**src/design/assert_macros.svh**
```systemverilog
// Assertion macros shared by the frame RMS meter RTL.
// Every assertion samples on clk and is disabled while rst is high.
`ifndef ASSERT_MACROS_SVH
`define ASSERT_MACROS_SVH

// Invariant that must hold at every clock edge.
`define FRM_ASSERT(lbl, expr, msg) \
  lbl: assert property (@(posedge clk) disable iff (rst) (expr)) else $error(msg);

// Same-cycle implication.
`define FRM_ASSERT_IMP(lbl, ante, cons, msg) \
  lbl: assert property (@(posedge clk) disable iff (rst) (ante) |-> (cons)) else $error(msg);

// Next-cycle implication.
`define FRM_ASSERT_NXT(lbl, ante, cons, msg) \
  lbl: assert property (@(posedge clk) disable iff (rst) (ante) |=> (cons)) else $error(msg);

`endif

```
**src/design/frm_pkg.sv**
```systemverilog
// Package for the frame RMS meter: widths, limits and the result type
// of the shared compare-subtract unit. No dependencies.
package frm_pkg;

  // Input sample and its square
  localparam int SAMPLE_W = 16;
  localparam int SQ_W     = 2 * SAMPLE_W - 1;

  // Frame length limit and sample counter
  localparam int MAX_FRAME = 4096;
  localparam int CNT_W     = $clog2(MAX_FRAME + 1);
  localparam logic [CNT_W-1:0] MAX_CNT = CNT_W'(MAX_FRAME);

  // Running sum of squares, saturating at all ones
  localparam int SUM_W = 43;
  localparam logic [SUM_W-1:0] SUM_MAX = {SUM_W{1'b1}};

  // Output fixed point: 8 fractional bits, so the mean square is scaled by 2^16
  localparam int FRAC_BITS = 8;
  localparam int DIVD_W    = SUM_W + 2 * FRAC_BITS;

  // Root: the mean square never exceeds 2^30, so the scaled quotient fits 48 bits
  localparam int LEVEL_W    = 24;
  localparam int ROOT_W     = LEVEL_W;
  localparam int QS_W       = 2 * ROOT_W;
  localparam int SQRT_STEPS = ROOT_W;

  // Shared trial-subtract width: covers the root's shifted partial remainder
  localparam int UNIT_W = ROOT_W + 3;

  // Step counter covers the longer of the two iterations
  localparam int STEP_W = $clog2(DIVD_W);

  typedef struct packed {
    logic              ge;
    logic [UNIT_W-1:0] diff;
  } unit_res_t;

endpackage

```
**src/design/frm_trial_sub.sv**
```systemverilog
// Shared compare-subtract unit of the frame RMS meter.
// Used one step per cycle by both the divider and the square root. Uses frm_pkg.
module frm_trial_sub import frm_pkg::*; (
  input  logic [UNIT_W-1:0] a,
  input  logic [UNIT_W-1:0] b,
  output unit_res_t         res
);

  logic [UNIT_W:0] d;

  // One wide subtract; no borrow means a >= b
  assign d        = {1'b0, a} - {1'b0, b};
  assign res.ge   = ~d[UNIT_W];
  assign res.diff = d[UNIT_W-1:0];

endmodule

```
**src/design/frame_rms_meter.sv**
```systemverilog
// Top level of the frame RMS meter: sequencer, accumulator, divider and
// square-root registers around the shared unit. Uses frm_pkg, frm_trial_sub
// and assert_macros.svh.
//
// Usage: present sample and frame_end with start high; the item is taken at
// a rising edge where start is high and busy is low. Each item's square is
// added to a running sum in the cycle after it is taken, so a sample that
// does not end a frame holds busy high only while its square is added, so
// no new item is taken until it is in the sum. An item with frame_end high
// then runs a restoring divide of the sum (scaled by 2^16) by the sample
// count and a bit-pair square root, both one step a cycle through the one
// compare-subtract unit. done pulses for one cycle with rms_level and
// overlong once the last root step is registered, while busy is low.
// Frames longer than MAX_FRAME samples keep the first MAX_FRAME samples and
// report overlong. The receiver cannot stall: the result is valid for the
// done cycle only. Synchronous reset clears the sum, count and sequencer.
`include "assert_macros.svh"

module frame_rms_meter import frm_pkg::*; (
  input  logic                       clk,
  input  logic                       rst,
  input  logic                       start,
  output logic                       busy,
  input  logic signed [SAMPLE_W-1:0] sample,
  input  logic                       frame_end,
  output logic                       done,
  output logic [LEVEL_W-1:0]         rms_level,
  output logic                       overlong
);

  localparam logic [1:0] S_IDLE = 2'd0;
  localparam logic [1:0] S_ACC  = 2'd1;
  localparam logic [1:0] S_DIV  = 2'd2;
  localparam logic [1:0] S_SQRT = 2'd3;

  logic [1:0]                  state;
  logic                        accept;
  logic signed [2*SAMPLE_W-1:0] square_full;
  logic [SQ_W-1:0]             sq;
  logic                        last;
  logic [SUM_W-1:0]            square_sum;
  logic [SUM_W-1:0]            sum_next;
  logic [SUM_W:0]              sum_add;
  logic [CNT_W-1:0]            sample_count;
  logic [CNT_W-1:0]            count_next;
  logic                        overflow_seen;
  logic                        ovf_next;
  logic [DIVD_W-1:0]           num;
  logic [UNIT_W-1:0]           rem;
  logic [ROOT_W-1:0]           root;
  logic [ROOT_W-1:0]           root_next;
  logic [STEP_W-1:0]           step;
  logic [UNIT_W-1:0]           unit_a;
  logic [UNIT_W-1:0]           unit_b;
  unit_res_t                   unit_res;

  assign busy        = (state != S_IDLE);
  assign accept      = start && !busy;
  assign square_full = sample * sample;

  // Accumulate with the frame-length limit and sum saturation
  always_comb begin
    sum_add    = {1'b0, square_sum} + (SUM_W+1)'(sq);
    sum_next   = square_sum;
    count_next = sample_count;
    ovf_next   = overflow_seen;
    if (sample_count >= MAX_CNT) begin
      ovf_next = 1'b1;
    end else begin
      sum_next   = sum_add[SUM_W] ? SUM_MAX : sum_add[SUM_W-1:0];
      count_next = sample_count + 1'b1;
    end
  end

  // Operand select for the shared unit: divide step or root step
  always_comb begin
    if (state == S_DIV) begin
      unit_a = UNIT_W'({rem[CNT_W-1:0], num[DIVD_W-1]});
      unit_b = UNIT_W'(sample_count);
    end else begin
      unit_a = {rem[UNIT_W-3:0], num[QS_W-1 -: 2]};
      unit_b = UNIT_W'({root, 2'b01});
    end
  end

  assign root_next = {root[ROOT_W-2:0], unit_res.ge};

  frm_trial_sub u_sub (
    .a   (unit_a),
    .b   (unit_b),
    .res (unit_res)
  );

  // Sequencer and datapath registers
  always_ff @(posedge clk) begin
    if (rst) begin
      state         <= S_IDLE;
      square_sum    <= '0;
      sample_count  <= '0;
      overflow_seen <= 1'b0;
      done          <= 1'b0;
    end else begin
      done <= 1'b0;
      unique case (state)
        S_IDLE: begin
          if (accept) begin
            sq    <= square_full[SQ_W-1:0];
            last  <= frame_end;
            state <= S_ACC;
          end
        end
        S_ACC: begin
          square_sum    <= sum_next;
          sample_count  <= count_next;
          overflow_seen <= ovf_next;
          if (!last) begin
            state <= S_IDLE;
          end else if (count_next == '0) begin
            // empty frame guard: level reads zero
            rms_level     <= '0;
            overlong      <= ovf_next;
            done          <= 1'b1;
            square_sum    <= '0;
            sample_count  <= '0;
            overflow_seen <= 1'b0;
            state         <= S_IDLE;
          end else begin
            num   <= {sum_next, {(2*FRAC_BITS){1'b0}}};
            rem   <= '0;
            step  <= '0;
            state <= S_DIV;
          end
        end
        S_DIV: begin
          // restoring divide, one quotient bit a cycle, quotient fills num
          rem  <= unit_res.ge ? unit_res.diff : unit_a;
          num  <= {num[DIVD_W-2:0], unit_res.ge};
          step <= step + 1'b1;
          if (step == STEP_W'(DIVD_W - 1)) begin
            rem   <= '0;
            root  <= '0;
            step  <= '0;
            state <= S_SQRT;
          end
        end
        S_SQRT: begin
          // bit-pair square root, one root bit a cycle
          rem  <= unit_res.ge ? unit_res.diff : unit_a;
          root <= root_next;
          num  <= {num[DIVD_W-3:0], 2'b00};
          step <= step + 1'b1;
          if (step == STEP_W'(SQRT_STEPS - 1)) begin
            rms_level     <= root_next;
            overlong      <= overflow_seen;
            done          <= 1'b1;
            square_sum    <= '0;
            sample_count  <= '0;
            overflow_seen <= 1'b0;
            state         <= S_IDLE;
          end
        end
      endcase
    end
  end

  // Checks
  `FRM_ASSERT_IMP(a_done_idle, done, state == S_IDLE, "result strobe while not idle")
  `FRM_ASSERT(a_count_bound, sample_count <= MAX_CNT, "sample count past frame limit")
  `FRM_ASSERT_NXT(a_accept_acc, accept, state == S_ACC, "taken item not accumulated")
  `FRM_ASSERT_IMP(a_done_src, done, $past(state) == S_SQRT || $past(state) == S_ACC, "stray result")
  `FRM_ASSERT_IMP(a_clear_done, done, sample_count == '0 && !overflow_seen, "frame state not cleared")

endmodule
```
**config.mk**
```make
export PLATFORM = sky130hd
export DESIGN_NAME = frame_rms_meter
export DESIGN_NICKNAME = d
export VERILOG_FILES = /design/src/design/frm_pkg.sv /design/src/design/frm_trial_sub.sv /design/src/design/frame_rms_meter.sv
export VERILOG_INCLUDE_DIRS = /design/src /design/src/design
export SDC_FILE = /design/constraint.sdc
export NUM_CORES = 1
export LEC_CHECK = 0
export ABC_AREA = 0
export BUFFER_PORTS_ARGS = -buffer_cell sky130_fd_sc_hd__clkbuf_2
export CORE_UTILIZATION = 40
export CTS_BUF_LIST = sky130_fd_sc_hd__clkbuf_8
export DETAILED_ROUTE_END_ITERATION = 8
export PLACE_DENSITY = 0.56
export RECOVER_POWER = 100
export SLEW_MARGIN = 20
export SYNTH_ARGS = -nofsm -noshare
export SYNTH_HDL_FRONTEND = slang
export SYNTH_SLANG_ARGS = --single-unit
```
**constraint.sdc**
```tcl
create_clock -name clk -period 9.1 [get_ports clk]
set_input_delay 2.275 -clock clk [delete_from_list [all_inputs] [get_ports clk]]
set_output_delay 2.275 -clock clk [all_outputs]
set_load 0.05 [all_outputs]
```
# Yosys cells after proc, flatten, opt, wreduce, memory -nomap -nowiden
# Index checks and enable logic that the tools add are counted.
[classes]
add_sub_neg = 4
n_mul = 1
n_lt_le_gt_ge = 1
n_eq_ne = 11
n_mux = 50
n_bitwise = 2
n_reduce_logical = 14
[op_table]
columns = ["op", "count"]
rows = [
  ["$mux W43", 5],
  ["$pmux W59 S3", 1],
  ["$mux W59", 2],
  ["$mux W25", 4],
  ["$mux W24", 4],
  ["$pmux W24 S2", 2],
  ["$pmux W43 S2", 1],
  ["$pmux W25 S3", 1],
  ["$mux W13", 4],
  ["$add A43 B31 Y44", 1],
  ["$mul A16 B16 Y31", 1],
  ["$sub A27 B26 Y28", 1],
  ["$mux W27", 1],
  ["$mux W26", 1],
  ["$pmux W13 S2", 1],
  ["$mux W6", 3],
  ["$pmux W6 S3", 1],
  ["$add A13 B1 Y13 const B", 1],
  ["$ge A13 B13 Y1 const B", 1],
  ["$logic_not A13 Y1", 1],
  ["$mux W1", 10],
  ["$mux W2", 5],
  ["$ne A2 B2 Y1 const B", 5],
  ["$reduce_and A3 Y1", 3],
  ["other kinds (17)", 23],
]
[totals]
register_bits = 231
input_bits = 20
output_inout_bits = 27
wordCells = 96

# Logic depth before layout (Yosys ltp)
[logic_depth]
depth_word = 6
mapped_depth = 24
ltp_nobuf = 23

# Modules after synthesis
# Synthesis repeated with hierarchy kept, for this count alone.
[unflattened]
cells_unflattened = 2450
hier_area_um2 = 22889.5
[modules_own_cells]
columns = ["mod", "instances", "cells_per_inst", "area_per_inst_um2", "seq_area_each_um2"]
rows = [
  ["frame_rms_meter", 1, 2200, 21244.1, 6306.0],
  ["frm_trial_sub", 1, 250, 1645.3, 0.0],
]

# Worst setup path before layout
# No wires, ideal clock.
[synth_timing]
path_kind = "input -> register"
start = "input port sample[5]"
end = "register sq[29] (data pin)"
setup_time_ps = 264
arrival_time_ps = 7765
required_time_ps = 8836
path_slack_ps = 1071
path_stages = 21
path_buffers = 2
cell_sequence = "clkbuf_1 clkbuf_1 nand2_1 fa_1 inv_1 fa_1 fa_1 fa_1 fa_1 inv_1 fa_1 inv_1 ha_1 a21o_1 a21o_1 a21oi_1 o211a_1 o21ai_0 a22o_1 a221oi_1 xnor2_1"
[synth_via]
elab_chain_cells = 1
[synth_rtl]
columns = ["element", "line_no", "source"]
rows = [
  ["from (decl)", "frame_rms_meter.sv:24", "input logic signed [SAMPLE_W-1:0] sample,"],
  ["$mul A16 B16 Y31", "frame_rms_meter.sv:59", "assign square_full = sample * sample;"],
  ["net square_full[29]", "frame_rms_meter.sv:38", "logic signed [2*SAMPLE_W-1:0] square_full;"],
  ["to (signal assigned)", "frame_rms_meter.sv:107", "sq <= square_full[SQ_W-1:0];"],
  ["to (decl)", "frame_rms_meter.sv:39", "logic [SQ_W-1:0] sq;"],
]
# The timed path passes the listed nets, and every way through them passes these cells.
# A chain may end at the register's enable or synchronous reset.

# Worst setup path after layout
[layout_timing]
start = "input port sample[0]"
end = "register sq[30] (data pin)"
# Same word-level chain as after synthesis.

==> flow_summary.ini <==
[run_status]
status = finished with violations
violations = capacitance limit, slew limit

[routing]
vias_per_cell = 5.114
route.vias.total = 15920
maxUsedRoutingLayer = met4
wl_met3_mm = 1.698
firstDrtPassIters = 5
post-route-drc-count = 0
wl_met1_mm = 23.50
drt_iter0_markers = 755
wirelength_mm = 50.04
met2_length_mm = 23.88
wl_per_cell_um = 16.08
drtAntennaViolNets = 0

[pwr]
vdd_drop_max_v = 0.0005184
powerDensity_nw_per_um2 = 392.6
static-leakage-power_uw = 0.01059

[synth]
synth_xor_area_frac = 0.04249
synth_compound_area_frac = 0.1377
synthArstFlopShare = 0
synth_area_um2 = 22260
yosys.area_share.simple = 0.1252
synth.area.mux_share = 0.04182
synth-main-ff-cell = edfxtp_1
synthCells = 2319
avgSynthCellArea_um2 = 9.599
synth_edf_count = 170
synth_cell_types = 90
yosysWarnings = 0
synth_nets = 2716
yosysSeqAreaShare = 0.2833
synthAdderAreaFrac = 0.2891
synth_seq_cells = 230
synth_top_family_by_area = adder cells

[floorplanning]
die-width_um = 237.9
dieArea_um2 = 56600
io_pins = 47
core_area_um2 = 55090
start_util = 0.4040
fp.dieH_um = 237.9
fp-row-count = 86

[clocking]
cts_root_buffer = clkbuf_8
cts.repair.resized = 0
cts.sinks = 230
clk_latency_ps = 550
postCtsSetupBuffers = 0
cts_buffer_depth = 3
path_clk_slew_ps = 60
numCtsBuffers = 40
ctsHoldBuffers = 0
tritoncts = built
cts-htree-levels = 2

[worst_setup_path]
cp_max_fo = 15
crit_arrival_ps = 8480
critPathRequiredTime_ps = 9380
worst_setup_path_end_kind = flop
critPathKind = in2reg
startpoint_type = input pin

[placed_design]
place_congestion = 0.8529
place_ws_ps = 501.1
dp_hpwl_mm = 38.58
io_buffers = 46

[hold_path]
min_path_type = reg2reg

[grt]
antenna_found_initial = 0
grt_overflow = 0
grt_pass1_wl_mm = 85.31
grt_use_total = 0.1837
grt_max_degree = 65
grt_pass1_vias = 16900

[cells_and_area]
drive_gt1_frac = 0.06261
nets = 2731
synthToLayoutAreaGrowth_pct = 7.093
antenna_cells = 0

[sta]
slew_violations = 402
rsz0062_at_grt = false
fin_setup_tns_ps = 0
fin_crit_ps = 8196
finClkSkew_ps = 23.85
hold_viol_final = 0
setup_viol = 0
max_freq_ghz = 0.1220
tightest_slew_ps = 2876
setup_ws_ps = 904.4
slew_headroom = -0.9174
fin_crit_sh = 0.9006

[run]
max_cap_viol_count = 11
-- cell usage in the layout (no fill, tap or decap), drive strengths merged, types with 18 or more instances in the layout --
| cell type | Yosys | routed |
|---|---|---|
| a22oi | 24 | 24 |
| fa | 229 | 229 |
| xor2 | 33 | 33 |
| o21ai | 123 | 123 |
| mux2i | 57 | 57 |
| and2 | 56 | 56 |
| inv | 362 | 371 |
| o22ai | 26 | 26 |
| clkbuf | 65 | 105 |
| a31oi | 18 | 18 |
| o21bai | 18 | 18 |
| mux2 | 32 | 32 |
| nor3 | 18 | 18 |
| xnor2 | 75 | 75 |
| a21oi | 89 | 89 |
| nand3 | 36 | 36 |
| dfxtp | 60 | 60 |
| nand2 | 235 | 235 |
| edfxtp | 170 | 170 |
| and3 | 36 | 36 |
| nor2 | 147 | 147 |
| a21o | 45 | 45 |
| ha | 148 | 148 |
-- power breakdown --
part	switching, µW	total, µW	internal [µW]
registers	76.0	1690	1610
logic	3800	6760	2960
clock network	425	914	489
total	4300	9360	5060
-- cell usage after synthesis (45+ instances only) --
cell type  instances  share of area
a21oi_1           89          0.020
and2_1            55          0.015
ha_1             148          0.083
o21ai_1           45          0.010
nand2_1          235          0.040
mux2i_1           57          0.026
edfxtp_1         170           0.23
xnor2_1           75          0.030
a21o_1            45          0.015
nor2_1           146          0.025
clkbuf_1          65          0.011
fa_1             229           0.21
inv_1            362          0.061
dfxtp_1           60          0.054
o21ai_0           74          0.017
-- logic make-up (layout without fill, tap and decap cells) --
group | after synthesis | count (layout)
adder cells (fa/ha/maj) | 377 | 377
multiplexers | 89 | 89
flip-flops | 230 | 230
AND/OR/NAND/NOR | 598 | 598
buffers and inverters | 459 | 504
AO/OA/AOI/OAI | 458 | 458
XOR/XNOR | 108 | 108
-- state kept, by name, summed over array words and instances (netlist names) --
register and cells:
rms_level 24, last 1, sq 30, done 1, num 59, overlong 1
sample_count 13, overflow_seen 1, rem 25, square_sum 43, state 2, step 6
root 24
-- metal layers --
metal	global-route usage	vias to the layer above
met2	0.3177	273
met3	0.01909	70
met5	0	-
li1	-	7840
met4	0.04614	0
met1	0.2452	7732
-- final timing paths --
check                             startpoint                         end  slack [ps]  depth (start not counted)
hold / removal    overflow_seen$_SDFFE_PP0P_  overflow_seen$_SDFFE_PP0P_         460                          2
hold reg to reg   overflow_seen$_SDFFE_PP0P_  overflow_seen$_SDFFE_PP0P_         460                          2
setup reg to reg       state[0]$_SDFFE_PP0P_           rem[13]$_DFFE_PP_        1440                         14
setup / recovery                   sample[0]            sq[30]$_DFFE_PP_         900                         23
-- stage by stage --
step	util	cells	hold slack, ps	total power [µW]	instance area (µm²)
after floorplan	-	2319	436.5	7106	22260
after global placement	0.4211	3039	457.8	8370	23200
after detailed placement	0.4216	3040	455.4	8488	23230
after CTS	0.4355	3112	463.2	9468	23990
after global routing	0.4327	3112	480.6	10500	23840
final	0.4327	3112	460.0	9360	23840
-- worst max-delay path, cell delays in order --
cell and delay, ps:
clkbuf_1 460, clkbuf_1 490, and2_0 260, inv_1 70
fa_1 360, inv_1 80, fa_1 420, ha_1 190
inv_1 60, fa_1 430, fa_1 460, fa_1 510
inv_1 60, ha_1 410, a21oi_1 130, nor2_1 110
a211oi_1 50, o21ai_0 250, a22oi_1 160, a311oi_1 580
a31o_1 370, mux2i_1 200, nand4_1 80
-- area by class of cell --
cell class                 instances  area (µm²)
inverter                         363        1363
sequential                       230        6310
multi-input combinational       1630       14150
fill                            5477       31250
timing repair buffer              69       319.1
clock buffer                      46       633.1
clock inverter                    26       130.1
tap                              748       935.9
Note: power is estimated with default switching activity, not from simulation.
